## config.mk

```make
export PLATFORM = sky130hd
export DESIGN_NAME = tlptw_queue
export DESIGN_NICKNAME = d
export VERILOG_FILES = /design/src/hw/rtl/tlptw_pkg.sv /design/src/hw/rtl/tlptw_queue.sv
export SDC_FILE = /design/constraint.sdc
export NUM_CORES = 1
export LEC_CHECK = 0
export BUFFER_PORTS_ARGS = -buffer_cell sky130_fd_sc_hd__buf_2
export CAP_MARGIN = 20
export CELL_PAD_IN_SITES_DETAIL_PLACEMENT = 1
export CELL_PAD_IN_SITES_GLOBAL_PLACEMENT = 2
export CORE_AREA = 2 2 132 134
export DETAILED_ROUTE_END_ITERATION = 12
export DIE_AREA = 0 0 134 136
export GPL_TIMING_DRIVEN = 0
export PLACE_DENSITY_LB_ADDON = 0.05
export SETUP_SLACK_MARGIN = 0.2
export SLEW_MARGIN = 20
export SYNTH_ARGS = -nofsm -noshare
export SYNTH_HDL_FRONTEND = slang
export SYNTH_SLANG_ARGS = --single-unit
```

## constraint.sdc

```tcl
create_clock -name clock -period 6.9 [get_ports clock]
set_clock_uncertainty 0.15 [all_clocks]
set_input_delay 0.69 -clock clock [delete_from_list [all_inputs] [get_ports clock]]
set_output_delay 0.69 -clock clock [all_outputs]
set_load 0.1 [all_outputs]
```

## src/hw/rtl/tlptw_pkg.sv

```systemverilog
// Shared types and constants for the two-level page table walk.
// Holds the channel payload structs, the queue entry, config and status codes.
// No dependencies.
`timescale 1ns / 1ps
`default_nettype none

package tlptw_pkg;

   // index field width carried through the queue
   localparam int unsigned IDX_W = 12;

   // result status codes
   localparam logic [1:0] ST_OK     = 2'd0;
   localparam logic [1:0] ST_OOB    = 2'd1;
   localparam logic [1:0] ST_POOL   = 2'd2;
   localparam logic [1:0] ST_WIDTHS = 2'd3;

   // config register indexes
   localparam logic [2:0] CSR_DIR_BITS     = 3'd0;
   localparam logic [2:0] CSR_SL_BITS      = 3'd1;
   localparam logic [2:0] CSR_OFFSET_BITS  = 3'd2;
   localparam logic [2:0] CSR_WINDOW_START = 3'd3;
   localparam logic [2:0] CSR_WINDOW_END   = 3'd4;

   // config reset values
   localparam logic [3:0]  RST_DIR_BITS     = 4'd10;
   localparam logic [3:0]  RST_SL_BITS      = 4'd10;
   localparam logic [4:0]  RST_OFFSET_BITS  = 5'd12;
   localparam logic [31:0] RST_WINDOW_START = 32'd0;
   localparam logic [31:0] RST_WINDOW_END   = 32'd1048575;

   // action code
   localparam logic ACT_WRITE = 1'b1;

   // queue depth between front and back
   localparam int unsigned Q_DEPTH = 2;

   typedef struct packed {
      logic        action;
      logic [31:0] vaddr;
      logic [31:0] new_frame_address;
      logic [31:0] new_protection;
   } req_type;

   typedef struct packed {
      logic [31:0] frame_address;
      logic [31:0] protection;
      logic [1:0]  status;
   } rsp_type;

   typedef struct packed {
      logic [3:0]  directory_bits;
      logic [3:0]  second_level_bits;
      logic [4:0]  offset_bits;
      logic [31:0] window_start;
      logic [31:0] window_end;
   } cfg_type;

   // classified item handed from front to back
   typedef struct packed {
      logic             is_write;
      logic [1:0]       status;
      logic [IDX_W-1:0] l1_index;
      logic [IDX_W-1:0] l2_index;
      logic [31:0]      new_frame_address;
      logic [31:0]      new_protection;
   } qent_type;

endpackage

`default_nettype wire

```

## src/hw/rtl/tlptw_queue.sv

```systemverilog
// Short FIFO between the front end and the walk engine.
// Holds classified items so either side can stall on its own.
// Depends on tlptw_pkg.
`timescale 1ns / 1ps
`default_nettype none

module tlptw_queue (
   input  wire                    clock,
   input  wire                    reset,
   input  wire                    push_valid,
   output logic                   push_ready,
   input  tlptw_pkg::qent_type    push_data,
   output logic                   pop_valid,
   input  wire                    pop,
   output tlptw_pkg::qent_type    pop_data
);
   import tlptw_pkg::*;

   localparam int unsigned PW = $clog2(Q_DEPTH);
   localparam int unsigned CNTW = $clog2(Q_DEPTH + 1);

   qent_type        slot_ff [Q_DEPTH];
   logic [PW-1:0]   wr_ptr_ff, wr_ptr_in;
   logic [PW-1:0]   rd_ptr_ff, rd_ptr_in;
   logic [CNTW-1:0] count_ff, count_in;
   logic            do_push;
   logic            do_pop;

   assign push_ready = (count_ff != CNTW'(Q_DEPTH));
   assign pop_valid  = (count_ff != CNTW'(0));
   assign pop_data   = slot_ff[rd_ptr_ff];
   assign do_push    = push_valid && push_ready;
   assign do_pop     = pop && pop_valid;

   // advance pointers and fill level
   always_comb begin
      wr_ptr_in = wr_ptr_ff;
      rd_ptr_in = rd_ptr_ff;
      count_in  = count_ff;
      if (do_push) begin
         wr_ptr_in = (wr_ptr_ff == PW'(Q_DEPTH - 1)) ? PW'(0) : wr_ptr_ff + PW'(1);
      end
      if (do_pop) begin
         rd_ptr_in = (rd_ptr_ff == PW'(Q_DEPTH - 1)) ? PW'(0) : rd_ptr_ff + PW'(1);
      end
      if (do_push && !do_pop) begin
         count_in = count_ff + CNTW'(1);
      end else if (do_pop && !do_push) begin
         count_in = count_ff - CNTW'(1);
      end
   end

   always_ff @(posedge clock) begin
      if (reset) begin
         wr_ptr_ff <= '0;
         rd_ptr_ff <= '0;
         count_ff  <= '0;
      end else begin
         wr_ptr_ff <= wr_ptr_in;
         rd_ptr_ff <= rd_ptr_in;
         count_ff  <= count_in;
      end
   end

   // store the item
   always_ff @(posedge clock) begin
      if (do_push) begin
         slot_ff[wr_ptr_ff] <= push_data;
      end
   end

endmodule

`default_nettype wire

```

=== Word level (Yosys, flattened, before mapping) ===
Memory sizes are Yosys's and may differ from the RTL's. A register that Yosys moved wholly into a read port is not among the register bits.
Index checks and enable logic that the tools add are counted.
W data, S select, Z words.

* Add/subtract/negate cells: 4
* Eq/ne operators: 1
* Multiplexer cells: 8
* Reduce and logical (&&, ||, !) cells: 8

{| class="wikitable"
|+ Operator list
! cell !! count
|-
| $mux W1 || 6
|-
| $logic_and A1 B1 Y1 || 4
|-
| $mux W2 || 2
|-
| $reduce_bool A2 Y1 || 2
|-
| $add A1 B1 Y1 const B || 2
|-
| $add A2 B1 Y2 const B || 1
|-
| $logic_not A1 Y1 || 2
|-
| $ne A2 B2 Y1 const B || 1
|-
| $sub A2 B1 Y2 const B || 1
|}

* Register bits: 4
* RAM bits: 182
* Input bits: 95
* Output and inout bits: 93
* Word-level logic and storage cells: 25
* Memories kept: 1

{| class="wikitable"
|+ Memory list
! memory !! depth !! bits a word !! rd ports !! clocked after memory_dff !! wr ports !! RTL line !! source
|-
| slot_ff || 2 || 91 || 1 || 1 || 1 || tlptw_queue.sv:22 || <nowiki>qent_type slot_ff [Q_DEPTH];</nowiki>
|}

=== Logic depth before layout (Yosys ltp) ===
* Word-level depth: 6
* Mapped depth: 6
* Gate-level depth less buffers: 6

=== Worst setup path before layout ===
No wires, ideal clock.

* Path type: register -> register
* Start: register count_ff[0]
* End: memory slot_ff[1][0] (netlist bit), enable pin
* Setup time: 460 ps
* Arrival: 3,529 ps
* Required time: 6,290 ps
* Path slack: 2,761 ps
* Stages on the path, launching flop included: 3
* Path buffers: 0
* Clock period less this slack: 4,139 ps
* Cells stage by stage: dfxtp_1 > nand2b_1 > and3_1

* Cells in the longest elaborated chain, start to end: 4

{| class="wikitable"
|+ RTL lines
! item !! RTL line !! source
|-
| start, declared || tlptw_queue.sv:25 || <nowiki>logic [CNTW-1:0] count_ff, count_in;</nowiki>
|-
| start signal, assigned || tlptw_queue.sv:61 || <nowiki>count_ff <= count_in;</nowiki>
|-
| $ne A2 B2 Y1 || tlptw_queue.sv:29 || <nowiki>assign push_ready = (count_ff != CNTW'(Q_DEPTH));</nowiki>
|-
| net push_ready || tlptw_queue.sv:11 || <nowiki>output logic push_ready,</nowiki>
|-
| $logic_and A1 B1 Y1 || tlptw_queue.sv:32 || <nowiki>assign do_push = push_valid && push_ready;</nowiki>
|-
| $mux W1 || tlptw_queue.sv:67 || <nowiki>if (do_push) begin</nowiki>
|-
| $mux W1 (implied by the code) || tlptw_queue.sv:68 || <nowiki>slot_ff[wr_ptr_ff] <= push_data;</nowiki>
|-
| end, declared || tlptw_queue.sv:22 ||
|}

The timed path passes the listed nets, and every way through them passes these cells.

==> impl_metrics.tcl <==
set metrics [dict create \
    synth_area_leader_cell "edfxtp_1" \
    synth_seq_cells 187 \
    synth_fa_ha_area_share_pct 0.184 \
    setup_viol 0 \
    crit_path_start_kind "flop" \
    clkLatencyLatePin_ns 0.42 \
    drt-wirelength-per-cell_um 18.0 \
    crit_required_ns 6.06 \
    grt-ovfl-total 0 \
    synthTopCellsByArea "edfxtp_1 (81%), mux2_2 (15%), dfxtp_1 (1.5%), buf_4 (1.0%), xor2_1 (0.39%)" \
    fmax_ghz 0.360 \
    ys_warn_count 0 \
    dieArea_um2 18200 \
    fin_crit_sh_pct 40.3 \
    cts_buffers 17 \
    clock-sinks 187 \
    vias_per_cell 4.59 \
    synth_compound_area_share_pct 0.443 \
    period_needed_ns 2.78 \
    final_cell_area_um2 8740 \
    slowest_delay_ns 0.36 \
    dp.final_hpwl_mm 9.06 \
    reg2reg_depth 4 \
    drtIter0Drc 183 \
    drt-total-wl_mm 13.5 \
    holdPathStages 1 \
    grt_first_pass_wirelength_mm 20.5 \
    grt_usage_pct 15.2 \
    place_area_um2 8100 \
    relSlewSlack_pct 65.2 \
    synth_cell_types 18 \
    cp_common_cell "buf_2" \
    place.gp.congestion 0.676 \
    drc 0 \
    chipWidth_um 134 \
    cts_setup_buffers 0 \
    layout-drive-gt1-share_pct 61.2 \
    critPathMaxFanout 10 \
    mappedNetlistArea_um2 6790 \
    dr.pass1.iters 4 \
    area_delta_synth_final_pct 28.8 \
    synth.top_cell.area_share_pct 80.5 \
    synth_top_family_by_area "multiplexers" \
    post_cts_resized 0 \
    portBuffers 187 \
    rsz0062_at_grt "false" \
    final_common_cell "buf_2" \
    synth-simple-area-share_pct 0.738 \
    synth-xor-area-share_pct 0.387 \
    cp_num_buf_inv 3 \
    cp_slowest_cell "mux2_2" \
    synth_nets 403 \
    grt_max_degree 50 \
    drv_slew 0 \
    setup_tns_ns 0 \
    die_height_um 136 \
    most-common-layout-cells "buf_2 (188), edfxtp_1 (182), mux2_2 (91)" \
    hold_viol 0 \
    cts_hold_buf 0 \
    nFillCells 1595 \
    cts_root_buf "clkbuf_16" \
    grt_antenna_before_repair 3 \
    clkTransAtPathRegs_ns 0.07 \
    syn_inst 307 \
    clk_path_buf_depth 2 \
    htreeDepth 4 \
    cts_tree "built" \
    grt_pass1_vias 3802 \
    start_util_pct 40.2 \
    synthMuxAreaShare_pct 15.1 \
    core_area_um2 16900 \
    end_kind "primary output" \
    diodes 0 \
    rows 48 \
    drv_cap 0 \
    outcome "completed" \
    drtAntennaViolNets 0 \
    fin_nets 612 \
    crit_chain "buf_2 -> buf_4 -> mux2_2 -> buf_2" \
    path_class "flop to primary output" \
    ios 188 \
    crit_cells 4 \
    synth-seq-area-share_pct 82.0 \
    path_delay_family "buffers and inverters" \
    num_vias 3462 \
    syn_area_per_cell_um2 22.1 \
    worstHoldPathType "primary input to flop" \
    worst_pin_slew_ns 0.526 \
    worstPathArrival_ns 1.94 \
]
## Yosys cell counts, drive strengths merged
master and number:
or3 1, and3 1, a21bo 1, a21oi 2
inv 1, or2 1, nand2b 1, xor2 3
dfxtp 5, mux2 91, edfxtp 182, nor2 3
o21ai 2, buf 10, ha 1, and2 1
nand3b 1
## kinds of logic (layout without fill, tap and decap cells)
family                   Yosys count  count (layout)
AO/OA/AOI/OAI                      5               5
flip-flops                       187             187
adder cells (fa/ha/maj)            1               1
AND/OR/NAND/NOR                    9               9
XOR/XNOR                           3               3
buffers and inverters             11             233
multiplexers                      91              91
## worst register-to-register path, delay by kind of cell (launching register included)
kind,cells,cell delay (ns)
buf+inv,2,0.71
flops,1,0.41
simple gates,2,0.41
## state kept, by name (all words and copies together) (netlist names), named ones only
name       cells
count_ff       2
wr_ptr_ff      1
rd_ptr_ff      1
slot_ff      182
## layer usage
metal  global-route usage, %  up-vias  wire length [um]  share of wire (%)
met5                       0        -                35               0.26
met4                    6.03        6               199                1.5
met3                    5.59       20               930                6.9
met2                    26.0      101              7010                 52
met1                    17.5     1703              5370                 40
li1                        -     1632                 -                  -
## layout make-up
cell class	count	area, um2	share of cell area, %
sequential	187	5570	63.7
inverter	1	8.76	0.100
clock inverter	14	216	2.48
buffer	10	72.6	0.830
clock buffer	18	429	4.91
timing repair buffer	190	1020	11.7
multi-input combinational	109	1150	13.1
tap	225	282	3.22
## path summary, 6_finish.rpt
kind,end,startpoint,slack (ns)
setup reg to reg,slot_ff[0][28],count_ff[0],4.86
hold / removal,slot_ff[0][17],push_data[17],0.31
setup / recovery,pop_data[90],flop,4.12
hold reg to reg,rd_ptr_ff,rd_ptr_ff,0.38
## through the flow
step | utilization [%] | hold slack (ns) | setup WS (ns) | instances
floorplan | - | 0.321 | 2.76 | 307
global placement | 47.4 | 0.334 | 1.98 | 719
detailed placement | 48.0 | 0.366 | 4.51 | 722
CTS | 51.8 | 0.283 | 4.05 | 754
global route | 51.8 | 0.289 | 4.02 | 754
finish | 51.8 | 0.306 | 4.12 | 754
Power is left out: the tool's default activity adds up to more than one toggle a clock period on the data nets, which glitch-free logic cannot reach.
