--- src/hw/rtl/tlptw_pkg.sv ---
// Shared types and constants for the two-level page table walk.
// Holds the channel payload structs, the queue entry, config and status codes.
// No dependencies.
`timescale 1ns / 1ps
`default_nettype none

package tlptw_pkg;

   // index field width carried through the queue
   localparam int unsigned IDX_W = 12;

   // result status codes
   localparam logic [1:0] ST_OK     = 2'd0;
   localparam logic [1:0] ST_OOB    = 2'd1;
   localparam logic [1:0] ST_POOL   = 2'd2;
   localparam logic [1:0] ST_WIDTHS = 2'd3;

   // config register indexes
   localparam logic [2:0] CSR_DIR_BITS     = 3'd0;
   localparam logic [2:0] CSR_SL_BITS      = 3'd1;
   localparam logic [2:0] CSR_OFFSET_BITS  = 3'd2;
   localparam logic [2:0] CSR_WINDOW_START = 3'd3;
   localparam logic [2:0] CSR_WINDOW_END   = 3'd4;

   // config reset values
   localparam logic [3:0]  RST_DIR_BITS     = 4'd10;
   localparam logic [3:0]  RST_SL_BITS      = 4'd10;
   localparam logic [4:0]  RST_OFFSET_BITS  = 5'd12;
   localparam logic [31:0] RST_WINDOW_START = 32'd0;
   localparam logic [31:0] RST_WINDOW_END   = 32'd1048575;

   // action code
   localparam logic ACT_WRITE = 1'b1;

   // queue depth between front and back
   localparam int unsigned Q_DEPTH = 2;

   typedef struct packed {
      logic        action;
      logic [31:0] vaddr;
      logic [31:0] new_frame_address;
      logic [31:0] new_protection;
   } req_type;

   typedef struct packed {
      logic [31:0] frame_address;
      logic [31:0] protection;
      logic [1:0]  status;
   } rsp_type;

   typedef struct packed {
      logic [3:0]  directory_bits;
      logic [3:0]  second_level_bits;
      logic [4:0]  offset_bits;
      logic [31:0] window_start;
      logic [31:0] window_end;
   } cfg_type;

   // classified item handed from front to back
   typedef struct packed {
      logic             is_write;
      logic [1:0]       status;
      logic [IDX_W-1:0] l1_index;
      logic [IDX_W-1:0] l2_index;
      logic [31:0]      new_frame_address;
      logic [31:0]      new_protection;
   } qent_type;

endpackage

`default_nettype wire

--- src/hw/rtl/tlptw_front.sv ---
// Front end: accepts request items, checks field widths and the read window,
// and splits the address into directory and second-level indexes.
// Depends on tlptw_pkg.
`timescale 1ns / 1ps
`default_nettype none

module tlptw_front #(
   parameter int unsigned MAX_DIRECTORY_BITS    = 10,
   parameter int unsigned MAX_SECOND_LEVEL_BITS = 10
) (
   input  wire                    req_valid,
   output logic                   req_ready,
   input  tlptw_pkg::req_type     req_data,
   input  tlptw_pkg::cfg_type     cfg,
   input  wire                    clearing,
   output logic                   push_valid,
   input  wire                    push_ready,
   output tlptw_pkg::qent_type    push_data
);
   import tlptw_pkg::*;

   logic        widths_ok;
   logic        out_of_window;
   logic [5:0]  width_sum;
   logic [5:0]  hi_shift;
   logic [31:0] sl_mask;
   logic [31:0] sl_field;
   logic [31:0] dir_field;

   // check the configured field widths
   assign width_sum = 6'(cfg.directory_bits) + 6'(cfg.second_level_bits)
                    + 6'(cfg.offset_bits);
   assign widths_ok = (cfg.directory_bits != 4'd0) && (cfg.second_level_bits != 4'd0)
                   && (cfg.offset_bits != 5'd0)
                   && (cfg.directory_bits <= 4'(MAX_DIRECTORY_BITS))
                   && (cfg.second_level_bits <= 4'(MAX_SECOND_LEVEL_BITS))
                   && (width_sum == 6'd32);

   // reads must fall inside the window; writes are not checked
   assign out_of_window = (req_data.action != ACT_WRITE)
                       && ((req_data.vaddr < cfg.window_start)
                        || (req_data.vaddr > cfg.window_end));

   // split the address
   assign hi_shift  = 6'(cfg.offset_bits) + 6'(cfg.second_level_bits);
   assign sl_mask   = (32'd1 << cfg.second_level_bits) - 32'd1;
   assign sl_field  = (req_data.vaddr >> cfg.offset_bits) & sl_mask;
   assign dir_field = req_data.vaddr >> hi_shift;

   // classify and hand over
   always_comb begin
      push_data.is_write          = (req_data.action == ACT_WRITE);
      push_data.l1_index          = dir_field[IDX_W-1:0];
      push_data.l2_index          = sl_field[IDX_W-1:0];
      push_data.new_frame_address = req_data.new_frame_address;
      push_data.new_protection    = req_data.new_protection;
      if (!widths_ok) begin
         push_data.status = ST_WIDTHS;
      end else if (out_of_window) begin
         push_data.status = ST_OOB;
      end else begin
         push_data.status = ST_OK;
      end
   end

   // hold off items while the directory is being cleared
   assign push_valid = req_valid && !clearing;
   assign req_ready  = push_ready && !clearing;

endmodule

`default_nettype wire

--- config.mk ---
export PLATFORM = sky130hd
export DESIGN_NAME = tlptw_front
export DESIGN_NICKNAME = d
export VERILOG_FILES = /design/src/hw/rtl/tlptw_pkg.sv /design/src/hw/rtl/tlptw_front.sv
export SDC_FILE = /design/constraint.sdc
export NUM_CORES = 1
export LEC_CHECK = 0
export BUFFER_PORTS_ARGS = -buffer_cell sky130_fd_sc_hd__buf_4
export CAP_MARGIN = 10
export CORE_MARGIN = 2
export CORE_UTILIZATION = 49
export DETAILED_ROUTE_END_ITERATION = 7
export GPL_TIMING_DRIVEN = 1
export MAX_ROUTING_LAYER = met4
export PLACE_DENSITY = 0.85
export SLEW_MARGIN = 20
export SYNTH_ARGS = -nofsm -noshare
export SYNTH_HDL_FRONTEND = slang
export SYNTH_SLANG_ARGS = --single-unit
--- constraint.sdc ---
create_clock -name vclk -period 2.8
set_input_delay 0 -clock vclk [all_inputs]
set_output_delay 0 -clock vclk [all_outputs]
set_load 0.05 [all_outputs]
---- Yosys cells after proc, flatten, opt, wreduce, memory -nomap -nowiden ----
Index checks and enable logic that the tools add are counted.
storage, ports and cells
  bits in registers ....................... 0
  bits in latches ......................... 0
  bits in writable memories ............... 0
  bits in read-only memories .............. 0
  input port bits ......................... 177
  output and inout port bits .............. 93
  logic and storage cells ................. 29
  memories ................................ 0
cells by class
  $add $sub $neg .......................... 4
  multipliers ............................. 0
  divide/modulo/power cells ............... 0
  order comparisons ....................... 4
  eq/ne operators ......................... 1
  shift operators ......................... 3
  multiplexer cells ....................... 2
  bitwise operators ....................... 2
  reduce and logical (&&, ||, !) cells .... 13
operator list
  kind                                                    count
  greater-than comparator 32 bit                          1
  < comparator 32 bit                                     1
  right shift 32 x 5 -> 12 bit                            1
  right shift 32 x 6 -> 12 bit                            1
  AND 12 bit                                              1
  left shift 1 x 4 -> 12 bit (first input constant)       1
  subtractor 12 x 1 -> 12 bit (second input constant)     1
  less-or-equal comparator 4 bit (second input constant)  2
  logical AND 1 bit                                       8
  nonzero test 4 bit                                      2
  adder 5 x 4 -> 6 bit                                    1
  adder 5 x 5 -> 6 bit                                    1
  == test 6 bit (second input constant)                   1
  adder 4 x 4 -> 5 bit                                    1
  nonzero test 5 bit                                      1
  two-way mux 2 bit                                       1
  zero test 1 bit                                         1
  logical OR 1 bit                                        1
  two-way mux 1 bit                                       1
  inverter 1 bit                                          1

---- Depth between registers and ports, before layout ----
Gate-level depths: netlist of the first run.
  depth in word-level cells ............... 7
  mapped depth ............................ 14
  depth with buffers taken out ............ 11

---- Least setup slack after synthesis of the first run ----
Ideal clock, no wire load.
  path kind ............................... input to output
  start ................................... input port cfg[65] (netlist name)
  end ..................................... output port push_data[82] (netlist name)
  arrival ................................. 3276 ps
  required time ........................... 2800 ps
  slack ................................... -476 ps
  stages .................................. 10
  buffers on the path ..................... 4
  path through ............................ buf_2 -> buf_4 -> inv_2 -> fa_1 -> buf_2 -> buf_2 -> mux4_2 -> mux4_2 -> inv_1 -> a221oi_1
RTL lines
  element             RTL line           text
  start: declaration  tlptw_front.sv:14  input tlptw_pkg::cfg_type cfg,
  end: declaration    tlptw_front.sv:18  output tlptw_pkg::qent_type push_data

==> flow_metrics.tcl, run 1 <==
set metrics [dict create \
    worstSetupStartpointType "input port" \
    ys_types 54 \
    status "complete, no violations" \
    grt_pass1_vias 5020 \
    fin_util_pct 57.1 \
    finalSetupViolations 0 \
    die-width_um 109 \
    num_antenna_cells 0 \
    holdCritPathClass "in -> out" \
    holdPathStages 0 \
    power_mw 1.80 \
    grt_max_degree 38 \
    cp.required_ps 2800 \
    place_area_um2 6160 \
    relSlewSlack_pct 51.3 \
    core-area_um2 10800 \
    crit_path_max_fanout 37 \
    cts_setup_buffers 0 \
    grt_antenna_before_repair 0 \
    syn_nets 904 \
    ios 270 \
    final-seq-area_um2 0 \
    p_leak_nw 3.00 \
    ant_nets 0 \
    hpwlAfterDp_mm 12.4 \
    place_congestion 0.918 \
    wirelength_mm 15.4 \
    post_route_cells_drive_above_1_share_pct 32.7 \
    end_kind "output port" \
    post_drt_wl_per_cell_um 18.2 \
    tightest_slew_ps 712 \
    finalSetupTns_ps 0 \
    syn_area_um2 5410 \
    cap_viol_max_count 0 \
    peakVddDrop_v 0.000277 \
    holdBufCountCts 0 \
    syn_avg_cell_area_um2 8.34 \
    viasPerCell 6.22 \
    die-area_um2 11900 \
    fp.dieH_um 109 \
    p_per_area_nw_per_um2 293 \
    min_from "req_data[63]" \
    core.rowCount 38 \
    start_util_pct 50.1 \
    dr.pass1.iters 5 \
    io_buffers 142 \
    post_cts_resized 0 \
    finalNetCount 963 \
    yosysWarnings 0 \
    hold_end "push_data[63]" \
    mostFrequentLayoutCell "buf_4" \
    drv_slew 0 \
    yosysSeqAreaShare_pct 0 \
    drc_errors 0 \
    grt_first_pass_wirelength_mm 24.6 \
    hold_ws_ps 0.0181 \
    drt_iter0_markers 511 \
    grt_usage_pct 26.3 \
    max_freq_ghz 0.393 \
    flops_and_latches 0 \
    final_hold_viol_count 0 \
    period_share_pct 90.8 \
    syn_inst 649 \
    final_cell_mix "buf_4, inv_1, ha_1, mux2i_1, mux4_2" \
    postLayoutCellArea_um2 6160 \
    grt_remaining_overflow 0 \
    path_class "in -> out" \
    area_delta_synth_final_pct 13.9 \
    clock_buffers 0 \
    min_period_ps 2540 \
    rsz0062_at_grt "no" \
    vias 5265 \
    cp_data_arrival_time_ps 2540 \
]
==> metrics by stage <==
| step | setup WS, ps | cells |
|---|---|---|
| 2_1_floorplan | -2.72 | 649 |
| 3_3_place_gp | 336 | 846 |
| 3_5_place_dp | 313 | 846 |
| 4_1_cts | 285 | 846 |
| 5_1_grt | 136 | 846 |
| 6_report | 256 | 846 |
==> critical path, stage by stage <==
cell and delay [ps]:
buf_4 140, ha_2 190, inv_1 50, fa_1 530, buf_12 230, mux2i_1 130
nand2_1 80, o21ai_0 150, a21o_1 240, mux4_2 500, nor2_4 90, buf_4 200
==> synth_stat cells (all sizes together), types with 3 or more instances <==
cell type | instances | area (µm²)
a2111oi | 4 | 35.0
a211oi | 11 | 82.6
a21o | 11 | 82.6
a21oi | 40 | 204
a221oi | 3 | 26.3
a31oi | 6 | 37.5
a41oi | 3 | 26.3
and3 | 4 | 25.0
buf | 85 | 624
clkbuf | 14 | 52.6
fa | 6 | 120
ha | 72 | 901
inv | 77 | 289
mux2i | 65 | 651
mux4 | 50 | 1130
nand2 | 32 | 120
nand2b | 5 | 31.3
nand3 | 24 | 120
nand4 | 16 | 100
nand4b | 4 | 35.0
nor2 | 31 | 116
nor2b | 13 | 81.3
nor3 | 5 | 30.0
nor3b | 4 | 30.0
nor4 | 5 | 31.3
o211ai | 6 | 45.0
o21a | 4 | 30.0
o21ai | 19 | 95.1
xor2 | 5 | 51.3
==> worst max-delay path by stage <==
| stage | startpoint | end | depth (start not counted) |
|---|---|---|---|
| after floorplan | cfg[65] | push_data[82] | 10 |
| after global placement | cfg[69] | push_data[79] | 12 |
| after detailed placement | cfg[69] | push_data[79] | 12 |
| after CTS | cfg[69] | push_data[79] | 12 |
| after global routing | cfg[69] | push_data[79] | 12 |
| final | cfg[69] | push_data[79] | 12 |
==> where the power goes <==
group	switching [mW]	leakage (nW)	internal [mW]	total, mW
combinational	1.04	3.00	0.765	1.80
clock	0	0	0	0
sequential	0	0	0	0
total	1.04	3.00	0.765	1.80
==> cells by family after synthesis <==
family          Yosys count  synth area share, %
buf+inv                 177                 17.9
simple gates            150                 14.3
compound gates          120                 14.3
mux                     117                 33.2
fa+ha+maj                78                 18.9
xor+xnor                  7                 1.41
==> layer usage <==
metal / track usage (%) / share of wire (%) / up-vias
li1: - / - / 2468
met1: 34.8 / 42 / 2445
met2: 42.6 / 47 / 307
met3: 2.57 / 8.6 / 45
met4: 7.78 / 3.0 / 0
met5: - / 0 / -
==> cell type report <==
cell class,instances,area (µm²)
Fill cell,967,4630
Multi-Input combinational cell,472,4510
Timing Repair Buffer,156,1180
Inverter,78,295
Tap cell,140,175
(Power assumes the default switching activity.)
==> run 2, diff against run 1 <==
CORE_UTILIZATION = 45   (was 49)
PLACE_DENSITY = 0.79   (was 0.85)
==> flow_metrics.tcl, run 2 (synthesis gave the netlist of run 1 again) <==
set metrics [dict create \
    final-seq-area_um2 0 \
    start_util_pct 45.6 \
    core.rowCount 40 \
    place_congestion 0.969 \
    clock_buffers 0 \
    drt_iter0_markers 398 \
    area_delta_synth_final_pct 14.8 \
    crit_path_max_fanout 37 \
    peakVddDrop_v 0.000234 \
    finalNetCount 967 \
    ant_nets 0 \
    cp_data_arrival_time_ps 2520 \
    cts_setup_buffers 0 \
    die-area_um2 12900 \
    post_route_cells_drive_above_1_share_pct 33.1 \
    grt_max_degree 38 \
    fin_util_pct 52.4 \
    crit_start "cfg[69]" \
    viasPerCell 6.14 \
    hpwlAfterDp_mm 12.6 \
    dp_slack_ps 327 \
    dr.pass1.iters 5 \
    nFillCells 1104 \
    max_freq_ghz 0.397 \
    grt_remaining_overflow 0 \
    status "complete, no violations" \
    place_area_um2 6210 \
    path_class "in -> out" \
    post_cts_resized 0 \
    rsz0062_at_grt "no" \
    cpPeakStageDelay_ps 520 \
    drv_slew 0 \
    post_drt_wl_per_cell_um 18.0 \
    grt_usage_pct 24.2 \
    final_hold_viol_count 0 \
    end_kind "output port" \
    ios 270 \
    vias 5266 \
    fin_cells 857 \
    finalSetupViolations 0 \
    p_per_area_nw_per_um2 292 \
    critPathBufInv 4 \
    cpMostUsedCell "buf_4" \
    cp.required_ps 2800 \
    holdBufCountCts 0 \
    relSlewSlack_pct 63.1 \
    fp.dieH_um 114 \
    period_share_pct 89.9 \
    min_period_ps 2520 \
    hold_ws_ps 0.0178 \
    die-width_um 114 \
    grt_first_pass_wirelength_mm 25.1 \
    grt_pass1_vias 5098 \
    fin_ws_ps 281 \
    io_buffers 142 \
    holdCritPathClass "in -> out" \
    grt_antenna_before_repair 0 \
    postLayoutCellArea_um2 6210 \
    drc_errors 0 \
    crit_family "adder cells" \
    flops_and_latches 0 \
    core-area_um2 11900 \
    p_leak_nw 3.02 \
    num_antenna_cells 0 \
    crit_slowest_cell "fa_1" \
    cap_viol_max_count 0 \
    tightest_slew_ps 540 \
    mostFrequentLayoutCell "buf_4" \
    path_cells "buf_4, ha_2, inv_1, fa_1, buf_12, mux2_2, o21ai_0, a21o_1, mux4_2, nor2_4, buf_4" \
    final_cell_mix "buf_4, inv_1, ha_1, mux2i_1, mux4_2" \
    min_from "req_data[48]" \
    worstSetupStartpointType "input port" \
    wirelength_mm 15.4 \
    placedCellCount 857 \
]
run 2: cell types whose count changed in the layout (fill, tap and decap cells not counted), sizes merged:
| cell | before | now |
|---|---|---|
| buf | 156 | 160 |
run 2: worst paths after layout:
kind	endpoint	slack (ps)	cells after the start
setup / recovery	push_data[79]	280	11
hold / removal	push_data[48]	0.02	0
run 2: final cells by class:
class	count	area, µm²	area share [%]
Multi-Input combinational cell	472	4510	72.6
Timing Repair Buffer	160	1230	19.7
Inverter	78	295	4.75
Tap cell	147	184	2.96
run 2: metal layers:
metal	global-route usage (%)	wire length, µm
met5	-	0
met4	5.28	389
met3	2.92	1150
met2	38.4	7170
met1	33.4	6710
run 2: power breakdown:
group	switching, mW	total [mW]	internal, mW
Combinational	1.04	1.82	0.777
Sequential	0	0	0
Clock	0	0	0
run 2: metrics by stage:
step / power, mW / TNS (ps)
global placement: 1.78 / 0
detailed placement: 1.80 / 0
finish: 1.82 / 0
CTS: 1.81 / 0
floorplan: 1.52 / -2.72
global route: 1.96 / 0
